File: config.mk
export PLATFORM = sky130hd
export DESIGN_NAME = ftp_command_line_tokenizer_core
export DESIGN_NICKNAME = d
export VERILOG_FILES = /design/src/hw/rtl/ftpclt_pkg.sv /design/src/hw/rtl/ftp_command_line_tokenizer_core.sv
export VERILOG_INCLUDE_DIRS = /design/src /design/src/hw/rtl
export SDC_FILE = /design/constraint.sdc
export NUM_CORES = 1
export LEC_CHECK = 0
export BUFFER_PORTS_ARGS = -buffer_cell sky130_fd_sc_hd__buf_2
export CORE_MARGIN = 10
export CORE_UTILIZATION = 45
export DETAILED_ROUTE_END_ITERATION = 6
export PLACE_DENSITY = 0.62
export SYNTH_ARGS = -nofsm -noshare
export SYNTH_HDL_FRONTEND = slang
export SYNTH_SLANG_ARGS = --single-unit
File: constraint.sdc
create_clock -name i_clk -period 4.54 [get_ports i_clk]
set_input_delay 0.681 -clock i_clk [delete_from_list [all_inputs] [get_ports i_clk]]
set_output_delay 0.681 -clock i_clk [all_outputs]
set_load 0.05 [all_outputs]
File: src/hw/rtl/ftp_command_line_tokenizer_core_defines.svh
// Assertion macros shared by the FTP command line tokenizer RTL.
// Depends on nothing; the asserting modules pull this file in.
`ifndef FTP_COMMAND_LINE_TOKENIZER_CORE_DEFINES_SVH
`define FTP_COMMAND_LINE_TOKENIZER_CORE_DEFINES_SVH

`ifndef SYNTH

// Property checked on every rising edge outside reset
`define FTPCLT_ASSERT(lbl, prop, msg) \
    lbl: assert property (@(posedge i_clk) disable iff (!i_rst_n) (prop)) \
        else $error(msg);

// Condition that must never be seen outside reset
`define FTPCLT_ASSERT_NEVER(lbl, cond, msg) \
    lbl: assert property (@(posedge i_clk) disable iff (!i_rst_n) !(cond)) \
        else $error(msg);

`else

`define FTPCLT_ASSERT(lbl, prop, msg)
`define FTPCLT_ASSERT_NEVER(lbl, cond, msg)

`endif

`endif

File: src/hw/rtl/ftpclt_pkg.sv
// Types and constants for the FTP command line tokenizer.
// Depends on nothing; used by ftp_command_line_tokenizer_core.
package ftpclt_pkg;

    // Result field widths
    localparam int BYTE_CLASS_W   = 4;
    localparam int TOKEN_KIND_W   = 2;
    localparam int TOKEN_LENGTH_W = 10;
    localparam int ARG_INDEX_W    = 4;

    // Control bytes of the stream
    localparam logic [7:0] BYTE_IAC = 8'hFF;
    localparam logic [7:0] BYTE_SP  = 8'h20;
    localparam logic [7:0] BYTE_CR  = 8'h0D;
    localparam logic [7:0] BYTE_LF  = 8'h0A;

    // Parser phase, one-hot
    typedef enum logic [4:0] {
        PH_SKIP  = 5'b00001,
        PH_NAME  = 5'b00010,
        PH_SPACE = 5'b00100,
        PH_ARG   = 5'b01000,
        PH_CR    = 5'b10000
    } t_phase;

    // Byte classification codes
    typedef enum logic [BYTE_CLASS_W-1:0] {
        CLS_TELNET    = 4'd0,
        CLS_NAME      = 4'd1,
        CLS_NAME_END  = 4'd2,
        CLS_SEPARATOR = 4'd3,
        CLS_ARG       = 4'd4,
        CLS_ARG_END   = 4'd5,
        CLS_CR        = 4'd6,
        CLS_LF_DONE   = 4'd7,
        CLS_INVALID   = 4'd8
    } t_byte_class;

    // Kind of token closed by a byte
    typedef enum logic [TOKEN_KIND_W-1:0] {
        TOK_NONE = 2'd0,
        TOK_NAME = 2'd1,
        TOK_ARG  = 2'd2
    } t_token_kind;

endpackage

File: src/hw/rtl/ftp_command_line_tokenizer_core.sv
// FTP command line tokenizer: takes one control stream byte per transfer and
// returns one classification result per byte. The block sustains one byte per
// clock cycle while the result channel does not stall; a byte's result reaches
// the output through the input register, then the result register, and the whole
// parser update for one byte is combinational logic between those two registers. A result
// waiting on a stalled output does not block the input: one more byte is held in
// the input register before the input stall rises. Token lengths saturate at
// TOKEN_LEN_MAX and argument counts at ARG_COUNT_MAX; the result fields carry
// the low bits of the saturated counts.
// Depends on ftpclt_pkg and ftp_command_line_tokenizer_core_defines.svh.
`include "ftp_command_line_tokenizer_core_defines.svh"

module ftp_command_line_tokenizer_core #(
    parameter int TOKEN_LEN_MAX = 1023,
    parameter int ARG_COUNT_MAX = 15
) (
    input  logic                                  i_clk,
    input  logic                                  i_rst_n,
    // input byte channel
    input  logic                                  i_valid,
    output logic                                  o_stall,
    input  logic [7:0]                            i_data_byte,
    // result channel
    output logic                                  o_valid,
    input  logic                                  i_stall,
    output logic [ftpclt_pkg::BYTE_CLASS_W-1:0]   o_byte_class,
    output logic [ftpclt_pkg::TOKEN_KIND_W-1:0]   o_token_kind,
    output logic [ftpclt_pkg::TOKEN_LENGTH_W-1:0] o_token_length,
    output logic [ftpclt_pkg::ARG_INDEX_W-1:0]    o_arg_index
);

    localparam int LEN_W  = $clog2(TOKEN_LEN_MAX + 1);
    localparam int ARGC_W = $clog2(ARG_COUNT_MAX + 1);
    localparam int LEN_XW = (LEN_W > ftpclt_pkg::TOKEN_LENGTH_W) ?
                            LEN_W : ftpclt_pkg::TOKEN_LENGTH_W;
    localparam int ARGC_XW = (ARGC_W > ftpclt_pkg::ARG_INDEX_W) ?
                             ARGC_W : ftpclt_pkg::ARG_INDEX_W;
    localparam logic [LEN_W-1:0]  LEN_LIMIT  = LEN_W'(TOKEN_LEN_MAX);
    localparam logic [ARGC_W-1:0] ARGC_LIMIT = ARGC_W'(ARG_COUNT_MAX);
    localparam logic [LEN_W-1:0]  LEN_ONE    = LEN_W'(1);
    localparam logic [ARGC_W-1:0] ARGC_ONE   = ARGC_W'(1);
    localparam logic [1:0]        SKIP_TWO   = 2'd2;

    // pipeline registers
    logic                           r_in_valid;
    logic [7:0]                     r_in_byte;
    logic                           r_out_valid;
    ftpclt_pkg::t_byte_class        r_out_class;
    ftpclt_pkg::t_token_kind        r_out_kind;
    logic [LEN_W-1:0]               r_out_len;
    logic [ARGC_W-1:0]              r_out_argc;

    // parser state
    ftpclt_pkg::t_phase             r_phase;
    ftpclt_pkg::t_phase             n_phase;
    logic [1:0]                     r_skip;
    logic [1:0]                     n_skip;
    logic [LEN_W-1:0]               r_len;
    logic [LEN_W-1:0]               n_len;
    logic [ARGC_W-1:0]              r_argc;
    logic [ARGC_W-1:0]              n_argc;

    // result of the byte in the input register
    ftpclt_pkg::t_byte_class        w_class;
    ftpclt_pkg::t_token_kind        w_kind;
    logic [LEN_W-1:0]               w_len;
    logic [ARGC_W-1:0]              w_argc;

    logic                           w_out_free;
    logic                           w_proc;
    logic                           w_is_sp;
    logic                           w_is_cr;
    logic                           w_is_lf;
    logic [LEN_XW-1:0]              w_len_ext;
    logic [ARGC_XW-1:0]             w_argc_ext;

    // handshake: result register frees when empty or being taken
    assign w_out_free = !r_out_valid || !i_stall;
    assign w_proc     = r_in_valid && w_out_free;
    assign o_stall    = r_in_valid && !w_out_free;

    assign w_is_sp = (r_in_byte == ftpclt_pkg::BYTE_SP);
    assign w_is_cr = (r_in_byte == ftpclt_pkg::BYTE_CR);
    assign w_is_lf = (r_in_byte == ftpclt_pkg::BYTE_LF);

    // parser update for one byte
    always_comb begin
        n_phase = r_phase;
        n_skip  = r_skip;
        n_len   = r_len;
        n_argc  = r_argc;
        w_class = ftpclt_pkg::CLS_TELNET;
        w_kind  = ftpclt_pkg::TOK_NONE;
        w_len   = '0;
        case (r_phase)
            ftpclt_pkg::PH_NAME: begin
                if (w_is_sp || w_is_cr) begin
                    if (w_is_sp) begin
                        w_class = ftpclt_pkg::CLS_NAME_END;
                        n_phase = ftpclt_pkg::PH_SPACE;
                    end else begin
                        w_class = ftpclt_pkg::CLS_CR;
                        n_phase = ftpclt_pkg::PH_CR;
                    end
                    w_kind  = ftpclt_pkg::TOK_NAME;
                    w_len   = r_len;
                    n_len   = '0;
                end else begin
                    w_class = ftpclt_pkg::CLS_NAME;
                    if (r_len != LEN_LIMIT) begin
                        n_len = r_len + LEN_ONE;
                    end
                end
            end
            ftpclt_pkg::PH_SPACE: begin
                if (w_is_cr) begin
                    w_class = ftpclt_pkg::CLS_CR;
                    n_phase = ftpclt_pkg::PH_CR;
                end else if (w_is_sp) begin
                    w_class = ftpclt_pkg::CLS_SEPARATOR;
                end else begin
                    w_class = ftpclt_pkg::CLS_ARG;
                    n_len   = LEN_ONE;
                    n_phase = ftpclt_pkg::PH_ARG;
                end
            end
            ftpclt_pkg::PH_ARG: begin
                if (w_is_sp || w_is_cr) begin
                    if (w_is_sp) begin
                        w_class = ftpclt_pkg::CLS_ARG_END;
                        n_phase = ftpclt_pkg::PH_SPACE;
                    end else begin
                        w_class = ftpclt_pkg::CLS_CR;
                        n_phase = ftpclt_pkg::PH_CR;
                    end
                    w_kind  = ftpclt_pkg::TOK_ARG;
                    w_len   = r_len;
                    n_len   = '0;
                    if (r_argc != ARGC_LIMIT) begin
                        n_argc = r_argc + ARGC_ONE;
                    end
                end else begin
                    w_class = ftpclt_pkg::CLS_ARG;
                    if (r_len != LEN_LIMIT) begin
                        n_len = r_len + LEN_ONE;
                    end
                end
            end
            ftpclt_pkg::PH_CR: begin
                // LF completes the command, anything else is invalid; both restart
                if (w_is_lf) begin
                    w_class = ftpclt_pkg::CLS_LF_DONE;
                end else begin
                    w_class = ftpclt_pkg::CLS_INVALID;
                end
                n_phase = ftpclt_pkg::PH_SKIP;
                n_skip  = '0;
                n_len   = '0;
                n_argc  = '0;
            end
            default: begin
                // start phase: skip telnet commands, then open the name
                n_phase = ftpclt_pkg::PH_SKIP;
                if (r_skip != 2'd0) begin
                    n_skip  = r_skip - 2'd1;
                    w_class = ftpclt_pkg::CLS_TELNET;
                end else if (r_in_byte == ftpclt_pkg::BYTE_IAC) begin
                    n_skip  = SKIP_TWO;
                    w_class = ftpclt_pkg::CLS_TELNET;
                end else begin
                    w_class = ftpclt_pkg::CLS_NAME;
                    n_len   = LEN_ONE;
                    n_phase = ftpclt_pkg::PH_NAME;
                end
            end
        endcase
        // a finished command reports its count before the restart
        w_argc = (w_class == ftpclt_pkg::CLS_LF_DONE) ? r_argc : n_argc;
    end

    // control registers
    always_ff @(posedge i_clk) begin
        if (!i_rst_n) begin
            r_in_valid  <= 1'b0;
            r_out_valid <= 1'b0;
            r_phase     <= ftpclt_pkg::PH_SKIP;
            r_skip      <= '0;
            r_len       <= '0;
            r_argc      <= '0;
        end else begin
            if (!o_stall) begin
                r_in_valid <= i_valid;
            end
            if (w_out_free) begin
                r_out_valid <= r_in_valid;
            end
            if (w_proc) begin
                r_phase <= n_phase;
                r_skip  <= n_skip;
                r_len   <= n_len;
                r_argc  <= n_argc;
            end
        end
    end

    // payload registers
    always_ff @(posedge i_clk) begin
        if (i_valid && !o_stall) begin
            r_in_byte <= i_data_byte;
        end
        if (w_proc) begin
            r_out_class <= w_class;
            r_out_kind  <= w_kind;
            r_out_len   <= w_len;
            r_out_argc  <= w_argc;
        end
    end

    // outputs carry the low bits of the saturated counts
    assign w_len_ext  = LEN_XW'(r_out_len);
    assign w_argc_ext = ARGC_XW'(r_out_argc);

    assign o_valid        = r_out_valid;
    assign o_byte_class   = r_out_class;
    assign o_token_kind   = r_out_kind;
    assign o_token_length = w_len_ext[ftpclt_pkg::TOKEN_LENGTH_W-1:0];
    assign o_arg_index    = w_argc_ext[ftpclt_pkg::ARG_INDEX_W-1:0];

    // checks
    `FTPCLT_ASSERT(a_no_token_no_len,
        (o_valid && o_token_kind == ftpclt_pkg::TOK_NONE) |-> (o_token_length == '0),
        "token length reported without a closed token")
    `FTPCLT_ASSERT(a_name_end_closes_name,
        (o_valid && o_byte_class == ftpclt_pkg::CLS_NAME_END) |->
            (o_token_kind == ftpclt_pkg::TOK_NAME),
        "name-ending space did not close the command name")
    `FTPCLT_ASSERT(a_restart_after_line,
        (w_proc && (w_class == ftpclt_pkg::CLS_LF_DONE ||
                    w_class == ftpclt_pkg::CLS_INVALID)) |=>
            (r_phase == ftpclt_pkg::PH_SKIP && r_argc == '0 && r_len == '0 &&
             r_skip == '0),
        "parser not back at start after end of line")
    `FTPCLT_ASSERT(a_held_byte_kept,
        (r_in_valid && !w_out_free) |=> (r_in_valid && $stable(r_in_byte)),
        "held input byte lost while result register blocked")

endmodule

==> impl_metrics.env <==
export IMPL_finClkSkew_ns=0.006831
export IMPL_p_leak_uw=0.001000
export IMPL_cp_max_fo=14
export IMPL_hold_path_class="reg2reg"
export IMPL_syn_area_per_cell_um2=10.24
export IMPL_maxSlewViolCount=0
export IMPL_grt_max_degree=26
export IMPL_place_ws_ns=2.275
export IMPL_rsz0062_at_grt="false"
export IMPL_async_reset_ff_share_pct=0
export IMPL_ys_seq_area_share_pct=52.10
export IMPL_ctsLongestPathBuffers=2
export IMPL_cts_tree="built"
export IMPL_reg2reg_setup_slack_ns=2.29
export IMPL_ant_nets=0
export IMPL_min_period_ns=2.248
export IMPL_cts_root_buf="clkbuf_8"
export IMPL_tightest_slew_ns=0.6735
export IMPL_io_buffer_count=33
export IMPL_startpoint_type="flop"
export IMPL_drt_pre_antenna_iters=4
export IMPL_h_tree_depth=2
export IMPL_crit_type="reg2reg"
export IMPL_cap_violations=0
export IMPL_cts_buffers=5
export IMPL_peakVddDrop_mv=0.1884
export IMPL_yosys_warnings=0
export IMPL_max_freq_mhz=444.8
export IMPL_ys_types=54
export IMPL_wirelength_um=5091
export IMPL_vias_per_cell=5.499
export IMPL_antennaDiodeCount=0
export IMPL_setup_ws_ns=2.292
export IMPL_grt_usage_pct=11.89
export IMPL_arrival_ns=2.43
export IMPL_synth_flop_cell="edfxtp_1"
export IMPL_path_clk_slew_ns=0.09
export IMPL_overflow=0
export IMPL_area_delta_synth_final_pct=12.63
export IMPL_status="complete, no violations"
export IMPL_postCtsSetupBuffers=0
export IMPL_syn_area_um2=2497
export IMPL_grt_pass1_wl_um=8645
export IMPL_p_per_area_nw_per_um2=324.1
export IMPL_synth_seq_cells=51
export IMPL_clock_sinks=51
export IMPL_antenna_found_initial=0
export IMPL_drtIter0Drc=172
export IMPL_nets=292
export IMPL_dp_cells=341
export IMPL_synth_nets=260
export IMPL_core_um2=5439
export IMPL_synthCells=244
export IMPL_setup_viol=0
export IMPL_postLayoutCoreUtil_pct=51.71
export IMPL_worst_setup_path_end_kind="flop"
export IMPL_worst_hold_slack_ns=0.4575
export IMPL_vias=1919
export IMPL_hold_violations=0
export IMPL_die_area_um2=8929
export IMPL_drive_gt1_share_pct=20.94
export IMPL_dp_hpwl_um=3752
export IMPL_ctsResizeCount=0
export IMPL_synth_edff_count=28
export IMPL_clock_latency_ns=0.30
export IMPL_drc_errors=0
export IMPL_placementRows=27
export IMPL_fp_dieH_um=94.50
export IMPL_tns_ns=0
export IMPL_num_io_pins=34
export IMPL_fillCellCount=513
export IMPL_period_share_pct=49.52
export IMPL_slew_headroom_pct=54.94
export IMPL_crit_required_ns=4.72
export IMPL_wire_per_inst_um=14.59
export IMPL_grt_pass1_vias=1800
export IMPL_start_util_pct=45.92
export IMPL_fp_dieW_um=94.50
export IMPL_layout_cells_non_filler=349
export IMPL_cts_hold_buf=0
export IMPL_gp_congestion=0.8360
-- flip-flops by register name (all words and copies together), names as in the netlist --
name,count
o_token_length,10
r_phase,5
r_argc,4
o_byte_class,4
r_in_byte,8
o_arg_index,4
r_skip,2
r_len,10
r_in_valid,1
o_token_kind,2
o_valid,1
-- cell type report --
type | count | area (um^2) | area share (%)
Inverter | 11 | 41.29 | 1.468
Sequential cell | 51 | 1301 | 46.26
Multi-Input combinational cell | 173 | 1097 | 39.01
Timing Repair Buffer | 34 | 172.7 | 6.139
Clock buffer | 6 | 72.57 | 2.580
Tap cell | 72 | 90.09 | 3.203
Clock inverter | 2 | 37.54 | 1.335
-- power breakdown --
part / switching [uW] / leakage [uW] / internal [uW]
logic: 63.5 / 0.000501 / 23.6
registers: 11.0 / 0.000448 / 502
clock network: 147 / 0.0000514 / 164
-- synth_stat cells (5+ instances only) --
cell type,count,area (um^2)
nand3_1,10,50.05
inv_1,11,41.29
dfxtp_1,23,460.4
and2_1,10,62.56
nor2_1,27,101.4
nand4_1,6,37.54
o221a_2,5,56.30
nand2_1,16,60.06
o21ai_0,11,55.05
edfxtp_1,28,840.8
nor3_1,9,45.04
a21oi_1,14,70.07
-- path summary, 6_finish.rpt --
kind | from | depth (start not counted) | to
setup / recovery | r_in_byte[0] | 6 | r_phase[1]
hold / removal | r_skip[0] | 2 | r_skip[0]
setup reg to reg | r_in_byte[0] | 6 | r_phase[1]
hold reg to reg | r_skip[0] | 2 | r_skip[0]
-- placed cells by master, fill, tap and decap left out, types with 2 or more instances in the layout --
cell type	n
o41ai_1	2
o21ai_0	11
o221a_2	5
o221a_1	2
a21oi_1	14
xor2_1	2
nor2_2	3
nand3_1	10
nor2_1	27
nor2b_1	3
ha_1	4
a31oi_1	2
nand2_1	16
buf_2	33
inv_1	11
and2_1	10
o21a_1	2
clkbuf_8	5
nand2b_1	2
nand3b_1	3
dfxtp_1	23
nand4_1	6
nor3_1	9
or3_1	2
edfxtp_1	28
and3_1	4
o211ai_1	4
mux2i_1	2
nand4b_1	2
nor4_1	4
-- cell families after synthesis --
| family | count (synthesis) | share of synthesized area (%) |
|---|---|---|
| and+or+nand+nor | 108 | 23.35 |
| AOI/OAI and AO/OA | 55 | 16.28 |
| DFF | 51 | 52.10 |
| buffers and inverters | 20 | 3.958 |
| adders and majority gates | 4 | 2.004 |
| xor gates and xnor gates | 3 | 1.052 |
| muxes | 3 | 1.253 |
-- routing by layer --
layer	vias up	wire length (um)	global-route usage, %
met4	0	56	3.367
met2	51	2283	18.59
met5	-	0	0
li1	979	-	-
met3	5	311	3.410
met1	884	2439	15.68
-- metrics by stage --
step / total power, uW / cell area [um^2]
detailed placement: 611.9 / 2703
global route: 949.3 / 2813
CTS: 919.8 / 2813
floorplan: 590.0 / 2497
global placement: 610.6 / 2703
finish: 911.7 / 2813
-- worst max-delay path, stage by stage, from the launching register on --
cell	delay, ns
edfxtp_1	0.44
or4b_4	0.58
a21o_4	0.30
nand2b_1	0.32
nand3_1	0.23
mux2i_1	0.20
nor2_1	0.06
(Power assumes the default switching activity.)
